## src/hdl/skvt_pkg.sv

```systemverilog
package skvt_pkg;

    // Table geometry
    localparam int CAPACITY = 16;
    localparam int IDX_W    = $clog2(CAPACITY);
    localparam int OCC_W    = $clog2(CAPACITY + 1);

    // Field widths
    localparam int MODE_W   = 2;
    localparam int KEY_W    = 32;
    localparam int VALUE_W  = 32;
    localparam int STATUS_W = 2;
    localparam int COUNT_W  = 5;
    localparam int SLOT_W   = KEY_W + VALUE_W;

    // Request modes
    localparam logic [MODE_W-1:0] MODE_INSERT = 2'd0;
    localparam logic [MODE_W-1:0] MODE_SEARCH = 2'd1;
    localparam logic [MODE_W-1:0] MODE_REMOVE = 2'd2;

    // Result status codes
    localparam logic [STATUS_W-1:0] ST_OK      = 2'd0;
    localparam logic [STATUS_W-1:0] ST_FULL    = 2'd1;
    localparam logic [STATUS_W-1:0] ST_MISSING = 2'd2;

    // Controller to datapath commands
    typedef struct packed {
        logic                load_req;
        logic                ram_we;
        logic [IDX_W-1:0]    ram_waddr;
        logic [IDX_W-1:0]    ram_raddr;
        logic                wsel_new;
        logic                set_hit;
        logic                load_out;
        logic [STATUS_W-1:0] status;
        logic [COUNT_W-1:0]  count;
    } t_dp_cmd;

    // Datapath to controller status
    typedef struct packed {
        logic [MODE_W-1:0] mode;
        logic              slot_eq;
        logic              slot_lt;
    } t_dp_stat;

endpackage

```

## src/hdl/sorted_key_value_table_core.sv

```systemverilog
// Channel   Handshake              Payload
// --------  ---------------------  ------------------------------------------------
// request   i_valid / o_stall      i_mode, i_req_key, i_req_value
// result    o_valid / i_stall      o_status, o_hit_key, o_hit_value, o_entry_count
//
// The slot store has one read and one write port, so the scan and the shift move
// one slot per cycle. Reset empties the table at once, with no clearing pass.
// A finished result waits in the output register while i_stall is high; the next
// request is taken and worked on meanwhile, then waits to load that register.
module sorted_key_value_table_core (
    input  logic                                 i_clk,
    input  logic                                 i_rst_n,
    input  logic                                 i_valid,
    output logic                                 o_stall,
    input  logic [skvt_pkg::MODE_W-1:0]          i_mode,
    input  logic signed [skvt_pkg::KEY_W-1:0]    i_req_key,
    input  logic signed [skvt_pkg::VALUE_W-1:0]  i_req_value,
    output logic                                 o_valid,
    input  logic                                 i_stall,
    output logic [skvt_pkg::STATUS_W-1:0]        o_status,
    output logic signed [skvt_pkg::KEY_W-1:0]    o_hit_key,
    output logic signed [skvt_pkg::VALUE_W-1:0]  o_hit_value,
    output logic [skvt_pkg::COUNT_W-1:0]         o_entry_count
);

    skvt_pkg::t_dp_cmd  cmd;
    skvt_pkg::t_dp_stat stat;

    skvt_ctrl u_ctrl (
        .i_clk   (i_clk),
        .i_rst_n (i_rst_n),
        .i_valid (i_valid),
        .o_stall (o_stall),
        .o_valid (o_valid),
        .i_stall (i_stall),
        .i_stat  (stat),
        .o_cmd   (cmd)
    );

    skvt_datapath u_datapath (
        .i_clk         (i_clk),
        .i_mode        (i_mode),
        .i_req_key     (i_req_key),
        .i_req_value   (i_req_value),
        .i_cmd         (cmd),
        .o_stat        (stat),
        .o_status      (o_status),
        .o_hit_key     (o_hit_key),
        .o_hit_value   (o_hit_value),
        .o_entry_count (o_entry_count)
    );

endmodule

```

## src/hdl/skvt_ram.sv

```systemverilog
module skvt_ram #(
    parameter int WIDTH = 64,
    parameter int DEPTH = 16
) (
    input  logic                     i_clk,
    input  logic                     i_we,
    input  logic [$clog2(DEPTH)-1:0] i_waddr,
    input  logic [WIDTH-1:0]         i_wdata,
    input  logic [$clog2(DEPTH)-1:0] i_raddr,
    output logic [WIDTH-1:0]         o_rdata
);

    logic [WIDTH-1:0] r_mem [DEPTH];
    logic [WIDTH-1:0] r_rdata;

    // Write port and registered read port
    always_ff @(posedge i_clk) begin
        if (i_we) begin
            r_mem[i_waddr] <= i_wdata;
        end
        r_rdata <= r_mem[i_raddr];
    end

    assign o_rdata = r_rdata;

endmodule

```

## src/hdl/skvt_datapath.sv

```systemverilog
module skvt_datapath (
    input  logic                                 i_clk,
    input  logic [skvt_pkg::MODE_W-1:0]          i_mode,
    input  logic signed [skvt_pkg::KEY_W-1:0]    i_req_key,
    input  logic signed [skvt_pkg::VALUE_W-1:0]  i_req_value,
    input  skvt_pkg::t_dp_cmd                    i_cmd,
    output skvt_pkg::t_dp_stat                   o_stat,
    output logic [skvt_pkg::STATUS_W-1:0]        o_status,
    output logic signed [skvt_pkg::KEY_W-1:0]    o_hit_key,
    output logic signed [skvt_pkg::VALUE_W-1:0]  o_hit_value,
    output logic [skvt_pkg::COUNT_W-1:0]         o_entry_count
);

    logic [skvt_pkg::MODE_W-1:0]         r_mode;
    logic signed [skvt_pkg::KEY_W-1:0]   r_key;
    logic signed [skvt_pkg::VALUE_W-1:0] r_value;
    logic signed [skvt_pkg::KEY_W-1:0]   r_hit_key;
    logic signed [skvt_pkg::VALUE_W-1:0] r_hit_value;
    logic [skvt_pkg::STATUS_W-1:0]       r_out_status;
    logic signed [skvt_pkg::KEY_W-1:0]   r_out_key;
    logic signed [skvt_pkg::VALUE_W-1:0] r_out_value;
    logic [skvt_pkg::COUNT_W-1:0]        r_out_count;

    logic [skvt_pkg::SLOT_W-1:0]         rd_slot;
    logic [skvt_pkg::SLOT_W-1:0]         wr_slot;
    logic signed [skvt_pkg::KEY_W-1:0]   slot_key;
    logic signed [skvt_pkg::VALUE_W-1:0] slot_value;

    // Slot store: key in the upper half, value in the lower half
    skvt_ram #(
        .WIDTH(skvt_pkg::SLOT_W),
        .DEPTH(skvt_pkg::CAPACITY)
    ) u_slots (
        .i_clk   (i_clk),
        .i_we    (i_cmd.ram_we),
        .i_waddr (i_cmd.ram_waddr),
        .i_wdata (wr_slot),
        .i_raddr (i_cmd.ram_raddr),
        .o_rdata (rd_slot)
    );

    assign slot_key   = rd_slot[skvt_pkg::SLOT_W-1:skvt_pkg::VALUE_W];
    assign slot_value = rd_slot[skvt_pkg::VALUE_W-1:0];

    // Write either the new pair or the slot just read (shift by one)
    assign wr_slot = i_cmd.wsel_new ? {r_key, r_value} : rd_slot;

    // Compare the slot read back against the request key
    assign o_stat.mode    = r_mode;
    assign o_stat.slot_eq = (slot_key == r_key);
    assign o_stat.slot_lt = (slot_key < r_key);

    // Capture the request beat
    always_ff @(posedge i_clk) begin
        if (i_cmd.load_req) begin
            r_mode  <= i_mode;
            r_key   <= i_req_key;
            r_value <= i_req_value;
        end
    end

    // Hold the matching pair, zero when nothing matched
    always_ff @(posedge i_clk) begin
        if (i_cmd.load_req) begin
            r_hit_key   <= '0;
            r_hit_value <= '0;
        end else if (i_cmd.set_hit) begin
            r_hit_key   <= slot_key;
            r_hit_value <= slot_value;
        end
    end

    // Output register for the result beat
    always_ff @(posedge i_clk) begin
        if (i_cmd.load_out) begin
            r_out_status <= i_cmd.status;
            r_out_key    <= r_hit_key;
            r_out_value  <= r_hit_value;
            r_out_count  <= i_cmd.count;
        end
    end

    assign o_status      = r_out_status;
    assign o_hit_key     = r_out_key;
    assign o_hit_value   = r_out_value;
    assign o_entry_count = r_out_count;

endmodule

```

## src/hdl/skvt_ctrl.sv

```systemverilog
module skvt_ctrl (
    input  logic               i_clk,
    input  logic               i_rst_n,
    input  logic               i_valid,
    output logic               o_stall,
    output logic               o_valid,
    input  logic               i_stall,
    input  skvt_pkg::t_dp_stat i_stat,
    output skvt_pkg::t_dp_cmd  o_cmd
);

    localparam logic [2:0] S_IDLE     = 3'd0;
    localparam logic [2:0] S_START    = 3'd1;
    localparam logic [2:0] S_INS_SCAN = 3'd2;
    localparam logic [2:0] S_INS_HEAD = 3'd3;
    localparam logic [2:0] S_FIND     = 3'd4;
    localparam logic [2:0] S_SHIFT    = 3'd5;
    localparam logic [2:0] S_RESP     = 3'd6;

    logic [2:0]                    r_state, n_state;
    logic [skvt_pkg::IDX_W-1:0]    r_idx, n_idx;
    logic [skvt_pkg::OCC_W-1:0]    r_occ, n_occ;
    logic [skvt_pkg::STATUS_W-1:0] r_status, n_status;
    logic                          r_out_valid, n_out_valid;

    logic [skvt_pkg::OCC_W-1:0]    idx_p1;
    logic                          more;

    // Next slot index and whether it is still inside the table
    assign idx_p1 = skvt_pkg::OCC_W'(r_idx) + skvt_pkg::OCC_W'(1);
    assign more   = (idx_p1 < r_occ);

    always_comb begin
        n_state     = r_state;
        n_idx       = r_idx;
        n_occ       = r_occ;
        n_status    = r_status;
        n_out_valid = r_out_valid;

        o_cmd           = '0;
        o_cmd.ram_raddr = r_idx;
        o_cmd.status    = r_status;
        o_cmd.count     = skvt_pkg::COUNT_W'(r_occ);

        // Drop the output beat once taken
        if (r_out_valid && !i_stall) begin
            n_out_valid = 1'b0;
        end

        case (r_state)
            S_IDLE: begin
                if (i_valid) begin
                    o_cmd.load_req = 1'b1;
                    n_state        = S_START;
                end
            end

            S_START: begin
                n_status = skvt_pkg::ST_MISSING;
                n_state  = S_RESP;
                if (i_stat.mode == skvt_pkg::MODE_INSERT) begin
                    if (r_occ == skvt_pkg::OCC_W'(skvt_pkg::CAPACITY)) begin
                        n_status = skvt_pkg::ST_FULL;
                    end else if (r_occ == '0) begin
                        o_cmd.ram_we    = 1'b1;
                        o_cmd.ram_waddr = '0;
                        o_cmd.wsel_new  = 1'b1;
                        n_occ           = r_occ + skvt_pkg::OCC_W'(1);
                        n_status        = skvt_pkg::ST_OK;
                    end else begin
                        // Start the downward scan at the last slot
                        o_cmd.ram_raddr = skvt_pkg::IDX_W'(r_occ - skvt_pkg::OCC_W'(1));
                        n_idx           = skvt_pkg::IDX_W'(r_occ - skvt_pkg::OCC_W'(1));
                        n_state         = S_INS_SCAN;
                    end
                end else if (i_stat.mode == skvt_pkg::MODE_SEARCH ||
                             i_stat.mode == skvt_pkg::MODE_REMOVE) begin
                    if (r_occ != '0) begin
                        o_cmd.ram_raddr = '0;
                        n_idx           = '0;
                        n_state         = S_FIND;
                    end
                end
            end

            S_INS_SCAN: begin
                o_cmd.ram_we    = 1'b1;
                o_cmd.ram_waddr = skvt_pkg::IDX_W'(idx_p1);
                if (i_stat.slot_lt) begin
                    // Slot below the new pair found: place it above
                    o_cmd.wsel_new = 1'b1;
                    n_occ          = r_occ + skvt_pkg::OCC_W'(1);
                    n_status       = skvt_pkg::ST_OK;
                    n_state        = S_RESP;
                end else if (r_idx == '0) begin
                    n_state = S_INS_HEAD;
                end else begin
                    // Shift this slot up and read the one below
                    o_cmd.ram_raddr = r_idx - skvt_pkg::IDX_W'(1);
                    n_idx           = r_idx - skvt_pkg::IDX_W'(1);
                end
            end

            S_INS_HEAD: begin
                o_cmd.ram_we    = 1'b1;
                o_cmd.ram_waddr = '0;
                o_cmd.wsel_new  = 1'b1;
                n_occ           = r_occ + skvt_pkg::OCC_W'(1);
                n_status        = skvt_pkg::ST_OK;
                n_state         = S_RESP;
            end

            S_FIND: begin
                if (i_stat.slot_eq) begin
                    o_cmd.set_hit = 1'b1;
                    n_status      = skvt_pkg::ST_OK;
                    if (i_stat.mode == skvt_pkg::MODE_SEARCH) begin
                        n_state = S_RESP;
                    end else if (more) begin
                        o_cmd.ram_raddr = skvt_pkg::IDX_W'(idx_p1);
                        n_idx           = skvt_pkg::IDX_W'(idx_p1);
                        n_state         = S_SHIFT;
                    end else begin
                        n_occ   = r_occ - skvt_pkg::OCC_W'(1);
                        n_state = S_RESP;
                    end
                end else if (more) begin
                    o_cmd.ram_raddr = skvt_pkg::IDX_W'(idx_p1);
                    n_idx           = skvt_pkg::IDX_W'(idx_p1);
                end else begin
                    n_status = skvt_pkg::ST_MISSING;
                    n_state  = S_RESP;
                end
            end

            S_SHIFT: begin
                // Close the gap: move this slot down by one
                o_cmd.ram_we    = 1'b1;
                o_cmd.ram_waddr = r_idx - skvt_pkg::IDX_W'(1);
                if (more) begin
                    o_cmd.ram_raddr = skvt_pkg::IDX_W'(idx_p1);
                    n_idx           = skvt_pkg::IDX_W'(idx_p1);
                end else begin
                    n_occ   = r_occ - skvt_pkg::OCC_W'(1);
                    n_state = S_RESP;
                end
            end

            S_RESP: begin
                // Load the output register once it is free
                if (!r_out_valid || !i_stall) begin
                    o_cmd.load_out = 1'b1;
                    n_out_valid    = 1'b1;
                    n_state        = S_IDLE;
                end
            end

            default: begin
                n_state = S_IDLE;
            end
        endcase
    end

    always_ff @(posedge i_clk) begin
        if (!i_rst_n) begin
            r_state     <= S_IDLE;
            r_occ       <= '0;
            r_out_valid <= 1'b0;
        end else begin
            r_state     <= n_state;
            r_occ       <= n_occ;
            r_out_valid <= n_out_valid;
        end
    end

    always_ff @(posedge i_clk) begin
        r_idx    <= n_idx;
        r_status <= n_status;
    end

    assign o_stall = (r_state != S_IDLE);
    assign o_valid = r_out_valid;

endmodule
```

## config.mk

```make
export PLATFORM = sky130hd
export DESIGN_NAME = sorted_key_value_table_core
export DESIGN_NICKNAME = d
export VERILOG_FILES = /design/src/hdl/skvt_pkg.sv /design/src/hdl/sorted_key_value_table_core.sv /design/src/hdl/skvt_ram.sv /design/src/hdl/skvt_datapath.sv /design/src/hdl/skvt_ctrl.sv
export SDC_FILE = /design/constraint.sdc
export NUM_CORES = 2
export LEC_CHECK = 0
export ABC_AREA = 1
export BUFFER_PORTS_ARGS = -buffer_cell sky130_fd_sc_hd__buf_2
export CAP_MARGIN = 20
export CORE_UTILIZATION = 50
export CTS_BUF_LIST = sky130_fd_sc_hd__clkbuf_2 sky130_fd_sc_hd__clkbuf_4 sky130_fd_sc_hd__clkbuf_8
export DETAILED_ROUTE_END_ITERATION = 12
export GPL_ROUTABILITY_DRIVEN = 1
export GPL_TIMING_DRIVEN = 0
export HOLD_SLACK_MARGIN = 0.08
export PLACE_DENSITY = 0.64
export SLEW_MARGIN = 20
export SYNTH_ARGS = -nofsm -noshare
export SYNTH_HDL_FRONTEND = slang
export SYNTH_SLANG_ARGS = --single-unit
```

## constraint.sdc

```tcl
create_clock -name i_clk -period 10.4 [get_ports i_clk]
set_input_delay 2.08 -clock i_clk [delete_from_list [all_inputs] [get_ports i_clk]]
set_output_delay 2.08 -clock i_clk [all_outputs]
set_load 0.01 [all_outputs]
```

---- After elaboration in Yosys (flattened, before gate mapping) ----
Memories as Yosys holds them, arrays and structs flattened. A register that Yosys moved wholly into a read port is not among the register bits.
Index checks and enable logic that the tools add are counted.
storage, ports and cells
  input bits .............................. 70
  memories kept ........................... 1
  flip-flop bits (word level) ............. 216
  output and inout bits ................... 73
  bits in writable memories ............... 1024
memories
  memory                    words  bits a word  rd ports  clocked after Yosys merged registers in  wr ports  RTL line        RTL
  u_datapath.u_slots.r_mem  16     64           1         1                                        1         skvt_ram.sv:13  logic [WIDTH-1:0] r_mem [DEPTH];
cells by class
  magnitude comparators ................... 2
  reductions and logical operators ........ 18
  equality and inequality tests ........... 21
  $add $sub $neg .......................... 4
  multiplexer cells ....................... 62
operators with widths
  kind                                                             number
  64-bit 2-to-1 mux                                                1
  5-bit 2-to-1 mux                                                 9
  4-bit 2-to-1 mux                                                 11
  3-bit 2-to-1 mux                                                 11
  32-bit == test                                                   1
  32-bit less-than comparator                                      1
  4-bit case mux with 4 select lines                               2
  5-bit case mux with 5 select lines                               1
  3-bit case mux with 7 select lines                               1
  5-bit case mux with 4 select lines                               1
  2-bit 2-to-1 mux                                                 8
  1-bit 2-to-1 mux                                                 14
  10-bit 2-to-1 mux                                                1
  2-bit != test, second input constant                             5
  5-bit nonzero test                                               2
  3-bit == test, second input constant                             3
  2-bit case mux with 4 select lines                               1
  4-bit nonzero test                                               2
  7-bit AND reduction                                              1
  3-bit by 2-bit == test with 1-bit output, second input constant  2
  2-bit by 1-bit != test with 1-bit output, second input constant  3
  3-bit != test, second input constant                             2
  3-bit AND reduction                                              2
  4-bit by 1-bit adder with 5-bit output, second input constant    1
  other kinds (19)                                                 21

---- Longest topological paths before layout ----
  depth after elaboration ................. 7
  gate-level depth with buffers ........... 27

---- Modules after synthesis ----
A second synthesis with hierarchy kept.
second synthesis, totals
  cell total of the unflattened synthesis .. 5184
  area, all modules ....................... 54697.5 um2
modules (own cells, without submodules)
  module         area an instance (um2)  cells each  times used
  skvt_ram       45144.5                 4211        1
  skvt_datapath  7908.8                  701         1
  skvt_ctrl      1644.1                  272         1

---- Least setup slack after synthesis ----
No wires, ideal clock.
  path kind ............................... input to register
  start point ............................. in i_stall
  end point ............................... reg u_datapath.r_out_count (netlist bit u_datapath.o_entry_count[0]) (enable)
  arrival time ............................ 5545 ps
  setup slack ............................. 4332 ps
  buffers on the path ..................... 0
  cell stages on the path ................. 1
  data required time ...................... 9877 ps
  cell sequence ........................... a21oi_1
on the way
  cells in the longest elaborated chain, start to end .. 4
ends and longest elaborated chain
  what                  RTL line                           RTL
  from (decl)           sorted_key_value_table_core.sv:19  input logic i_stall,
  1-bit logical NOT     skvt_ctrl.sv:151                   if (!r_out_valid || !i_stall) begin
  1-bit logical OR      skvt_ctrl.sv:151
  1-bit 2-to-1 mux      skvt_ctrl.sv:151
  1-bit 2-to-1 mux      skvt_ctrl.sv:50                    case (r_state)
  to (signal assigned)  skvt_datapath.sv:79                r_out_count <= i_cmd.count;
  to (decl)             skvt_datapath.sv:22                logic [skvt_pkg::COUNT_W-1:0] r_out_count;
No other way between the ends.
A chain may end at the register's enable or synchronous reset.

---- Worst setup path after layout ----
  start point ............................. reg u_datapath.u_slots.r_rdata[63], in the netlist u_datapath.u_slots.o_rdata[63], read port of u_datapath.u_slots.r_mem
  end point ............................... mem u_datapath.u_slots.r_mem[1][57] (data pin)
on the way
  cells in the longest elaborated chain, start to end .. 4
ends and longest elaborated chain
  what                                RTL line             RTL
  from (decl)                         skvt_ram.sv:14       logic [WIDTH-1:0] r_rdata;
  32-bit less-than comparator         skvt_datapath.sv:51  assign o_stat.slot_lt = (slot_key < r_key);
  1-bit 2-to-1 mux                    skvt_ctrl.sv:89      if (i_stat.slot_lt) begin
  1-bit case mux with 3 select lines  skvt_ctrl.sv:50
  64-bit 2-to-1 mux                   skvt_datapath.sv:46  assign wr_slot = i_cmd.wsel_new ? {r_key, r_value} : rd_slot;
  net u_datapath.u_slots.i_wdata[57]  skvt_ram.sv:8        input logic [WIDTH-1:0] i_wdata,
  to (decl)                           skvt_ram.sv:13
The timed path passes the listed nets, and every way through them passes these cells.

==> flow_results.org <==
** Clocking
- The H-tree generated during clock tree synthesis spans 4 levels.
- The number of clock buffers added by TritonCTS is 207.
- Total clock sinks :: 1304
- CTS placed an instance of clkbuf_8 at the clock tree root.
- Skew-Pair Late Insertion Delay :: 0.91 ns
- TritonCTS built the clock tree.
- Worst-case clock buffer depth :: 3
- Buffers inserted to repair hold after CTS numbered 0.
- The number of gates resized after CTS was 0.
- After clock tree synthesis, the clock-pin slew on the worst setup and hold paths is 0.06 ns.
- Post-CTS setup-driven buffer insertion count :: 0

** Worst setup path
- Worst R2R Setup Slack :: 4.70 ns
- R2R depth :: 15
- In this run the worst setup path begins at u_datapath.u_slots.o_rdata[63].
- Along the worst path, the maximum fanout reaches 16.
- Required time of the critical path :: 10.96 ns
- Critical path launch point type :: register
- Kind of end point of the critical path :: register
- In this run the critical register-to-register path is launched from u_datapath.u_slots.o_rdata[63].
- The worst setup path is of the register to register kind.
- The worst register-to-register path ends at u_datapath.u_slots.r_mem[1][57].
- Critical Path AT :: 6.27 ns

** Placement
- Routability-driven placement finished with a final weighted congestion of 0.8858.
- Counting tap cells, the placed design contains a total of 6005 instances.
- Before CTS, the worst setup slack after placement is 4.703 ns.
- Count of buffers from port buffering :: 142
- The wire-length estimate of the detail-placed layout is 97.67 mm.

** Yosys
- When the netlist entered floorplanning its net count stood at 4537.
- Each instance of the synthesized netlist takes up on average 11.85 sq um.
- Mapped cell area :: 52430 sq um
- In this run, distinct cell masters in the synthesized netlist total 44.
- Most instantiated flip-flop cell in the synthesis netlist :: edfxtp_1
- In the synthesized netlist the async set-or-reset flop fraction comes to 0.
- For this run, the register share of the synthesized area comes to 0.7207.
- Synthesis warning total :: 0
- #FFs+latches synth :: 1304
- Number of flops mapped to enable cells by yosys :: 1167
- Synthesis handed over a netlist of 4425 instances.

** Layout
- Of the cells placed in the final design, the portion with a size suffix greater than 1 is 0.1646.
- Layout Cells excl Fill :: 6396
- Relative to the synthesized area, the layout overhead comes to 16.09%.
- At the end of the flow, the number of nets in the layout was 4946.

** Timing
- For this run, the top clock speed supported by timing is 175.4 MHz.
- After layout, the worst setup slack is 4.698 ns.
- Setup violations remaining at the end of the flow were counted as 0.
- Dividing the final minimum period by the clock period gives 0.5483.
- Final hold viol count :: 0
- Worst Skew :: 0.04834 ns
- Unrepaired setup endpoints after global routing :: no
- Final sum of negative setup slack :: 0 ns
- The number of pins exceeding their max-slew limit in the final report came to 0.
- Worst-Margin Slew :: 1.223 ns
- Minimum hold slack :: 0.4122 ns
- The worst pin sits at a relative slew slack of 0.1849.
- The worst path in the final design needs a cycle of 5.703 ns, including I/O delays and setup.

** Routing
- Total Routed Length :: 145.8 mm
- Routed length per instance :: 22.80 um
- Via Count :: 36.42k
- Number of remaining DRC errors :: 0
- Dividing the detail-routed via count by the number of cells gives 5.695.
- Count of routing violations after the opening detailed-route iteration :: 4333
- Length of the first detailed-routing pass in iterations :: 6
- The count of nets left with antenna violations once routing finished came out at 0.

** Hold path
- The worst hold path passes through 0 cells.
- Hold WC Path Type :: register to register
- For hold timing, the worst endpoint is u_datapath.o_status[0].
- HP Start :: u_ctrl.r_status[0]

** Global routing
- The first global-routing pass estimated 216.4 mm of wire.
- Entering global routing, the biggest net connects 47 pins.
- The initial antenna violation count was 9.
- Global router's overall resource usage :: 0.2734
- Number of global-route vias before repair :: 34.97k
- The total overflow left after global routing is 0.

** Floorplan
- DIE AREA :: 106200 sq um
- The die is 325.8 um tall.
- The core region is 103800 sq um.
- From left edge to right edge, the die measures 325.8 um.
- Top-level port count :: 143
- In this run the core area contains 118 standard-cell rows.
- For this configuration, the core starts out at a cell density of 0.5052.

** Job
- The tool flagged a number of max-cap violations equal to 0.

** Outcome
- Status :: finished, final reports clean
==> cell families after synthesis <==
logic type               after synthesis  share of synthesized area
flip-flops                          1304                     0.7207
XOR/XNOR                              10                   0.001671
AND/OR/NAND/NOR                     2470                     0.2098
adder cells (fa/ha/maj)               42                    0.01002
buffers and inverters                394                    0.03312
AO/OA/AOI/OAI                        173                    0.01790
multiplexers                          32                   0.006873
==> layer usage <==
metal	global-route usage	share of wire	vias to the layer above
li1	-	-	16740
met1	0.3779	0.41	17600
met2	0.4289	0.46	1791
met3	0.05328	0.094	289
met4	0.1062	0.036	4
met5	0	0.00019	-
==> how the worst max path moves through the flow <==
stage	end	slack [ns]	cells past startpoint
3_5_place_dp	u_datapath.u_slots.r_mem[1][54]	4.70	15
5_1_grt	u_datapath.u_slots.r_mem[3][60]	4.68	15
3_3_place_gp	u_datapath.o_hit_value[12]	1.32	2
4_1_cts	u_datapath.u_slots.r_mem[9][54]	4.67	15
2_1_floorplan	u_datapath.o_entry_count[0]	4.33	1
6_report	u_datapath.u_slots.r_mem[1][57]	4.70	15
==> synthesized netlist by cell type, types with 3 or more instances <==
library cell / number / area [sq um]
nand3_1: 1307 / 6541
edfxtp_1: 1167 / 35040
nand2_1: 1056 / 3964
dfxtp_1: 137 / 2743
buf_2: 128 / 640.6
a21oi_1: 123 / 615.6
clkbuf_1: 122 / 457.9
inv_1: 80 / 300.3
nor2_1: 79 / 296.5
ha_1: 42 / 525.5
mux2_2: 32 / 360.4
buf_1: 26 / 97.59
o21ai_0: 22 / 110.1
buf_4: 15 / 112.6
inv_2: 14 / 52.55
nor3_1: 10 / 50.05
xor2_1: 8 / 70.07
buf_6: 5 / 56.30
o211ai_1: 5 / 37.54
a211oi_1: 4 / 30.03
nand4_1: 4 / 25.02
a31oi_1: 3 / 18.77
clkinv_1: 3 / 11.26
nor2_2: 3 / 18.77
==> stage by stage <==
stage | utilization | area, sq um
6_report | 0.5864 | 60870
5_1_grt | 0.5864 | 60860
4_1_cts | 0.5861 | 60830
3_5_place_dp | 0.5435 | 56410
3_3_place_gp | 0.5287 | 54870
2_1_floorplan | - | 52430
==> sequential cells by signal, indices dropped and copies added (netlist names) <==
register                    flops
u_ctrl.o_valid                  1
u_ctrl.r_idx                    4
u_ctrl.r_occ                    5
u_ctrl.r_state                  3
u_ctrl.r_status                 2
u_datapath.o_entry_count        5
u_datapath.o_hit_key           32
u_datapath.o_hit_value         32
u_datapath.o_status             2
u_datapath.r_hit_key           32
u_datapath.r_hit_value         32
u_datapath.r_key               32
u_datapath.r_mode               2
u_datapath.r_value             32
u_datapath.u_slots.o_rdata     64
u_datapath.u_slots.r_mem     1024
==> critical path: stages, from the launching register on <==
cell and delay, ns:
dfxtp_1 0.67, ha_1 0.35, nand2_1 0.10, nor2_1 0.18, nand4_1 0.27, nor3_2 0.21
nand2_1 0.16, nand3_1 0.13, nand2_1 0.14, inv_1 0.12, nand2_1 0.11, nand3_1 0.63
buf_2 0.47, clkbuf_1 0.94, nor2_1 0.11, a21oi_2 0.72
==> cell usage in the layout, fill, tap and decap left out, types with 3 or more instances in the layout <==
master	synthesis	layout
buf_12	0	28
nand4_1	4	4
a31oi_1	3	3
dfxtp_1	137	137
buf_16	0	26
nor2_1	79	62
diode_2	0	4
clkinv_2	0	21
nand2_1	1056	1056
buf_1	26	26
clkinv_8	0	5
inv_1	80	80
nor2_4	2	19
buf_6	5	5
edfxtp_1	1167	1167
a21oi_1	123	94
bufinv_16	0	3
mux2_2	32	32
clkbuf_1	122	114
clkinvlp_4	0	5
xor2_1	8	8
ha_1	42	42
a21oi_2	0	28
inv_2	14	14
nand3_1	1307	1307
clkinv_1	3	28
nor3_1	10	10
clkbuf_2	0	7
nor2_2	3	3
o21ai_1	2	3
a211oi_1	4	4
clkbuf_4	1	80
buf_2	128	270
clkbuf_8	0	246
buf_4	15	19
o21ai_0	22	21
o211ai_1	5	5
==> layout make-up <==
type | count | area (sq um)
fillers | 8391 | 42920
plain buffers | 297 | 1385
inverters | 97 | 364.1
diodes | 4 | 10.01
flip-flops and latches | 1304 | 37790
well taps | 1380 | 1727
clock buffers | 324 | 3971
clock inverters | 63 | 452.9
repair buffers | 200 | 2017
multi-input cells | 2727 | 13150
Power is left out: the tool's default activity adds up to more than one toggle a clock period on the data nets, which glitch-free logic cannot reach.
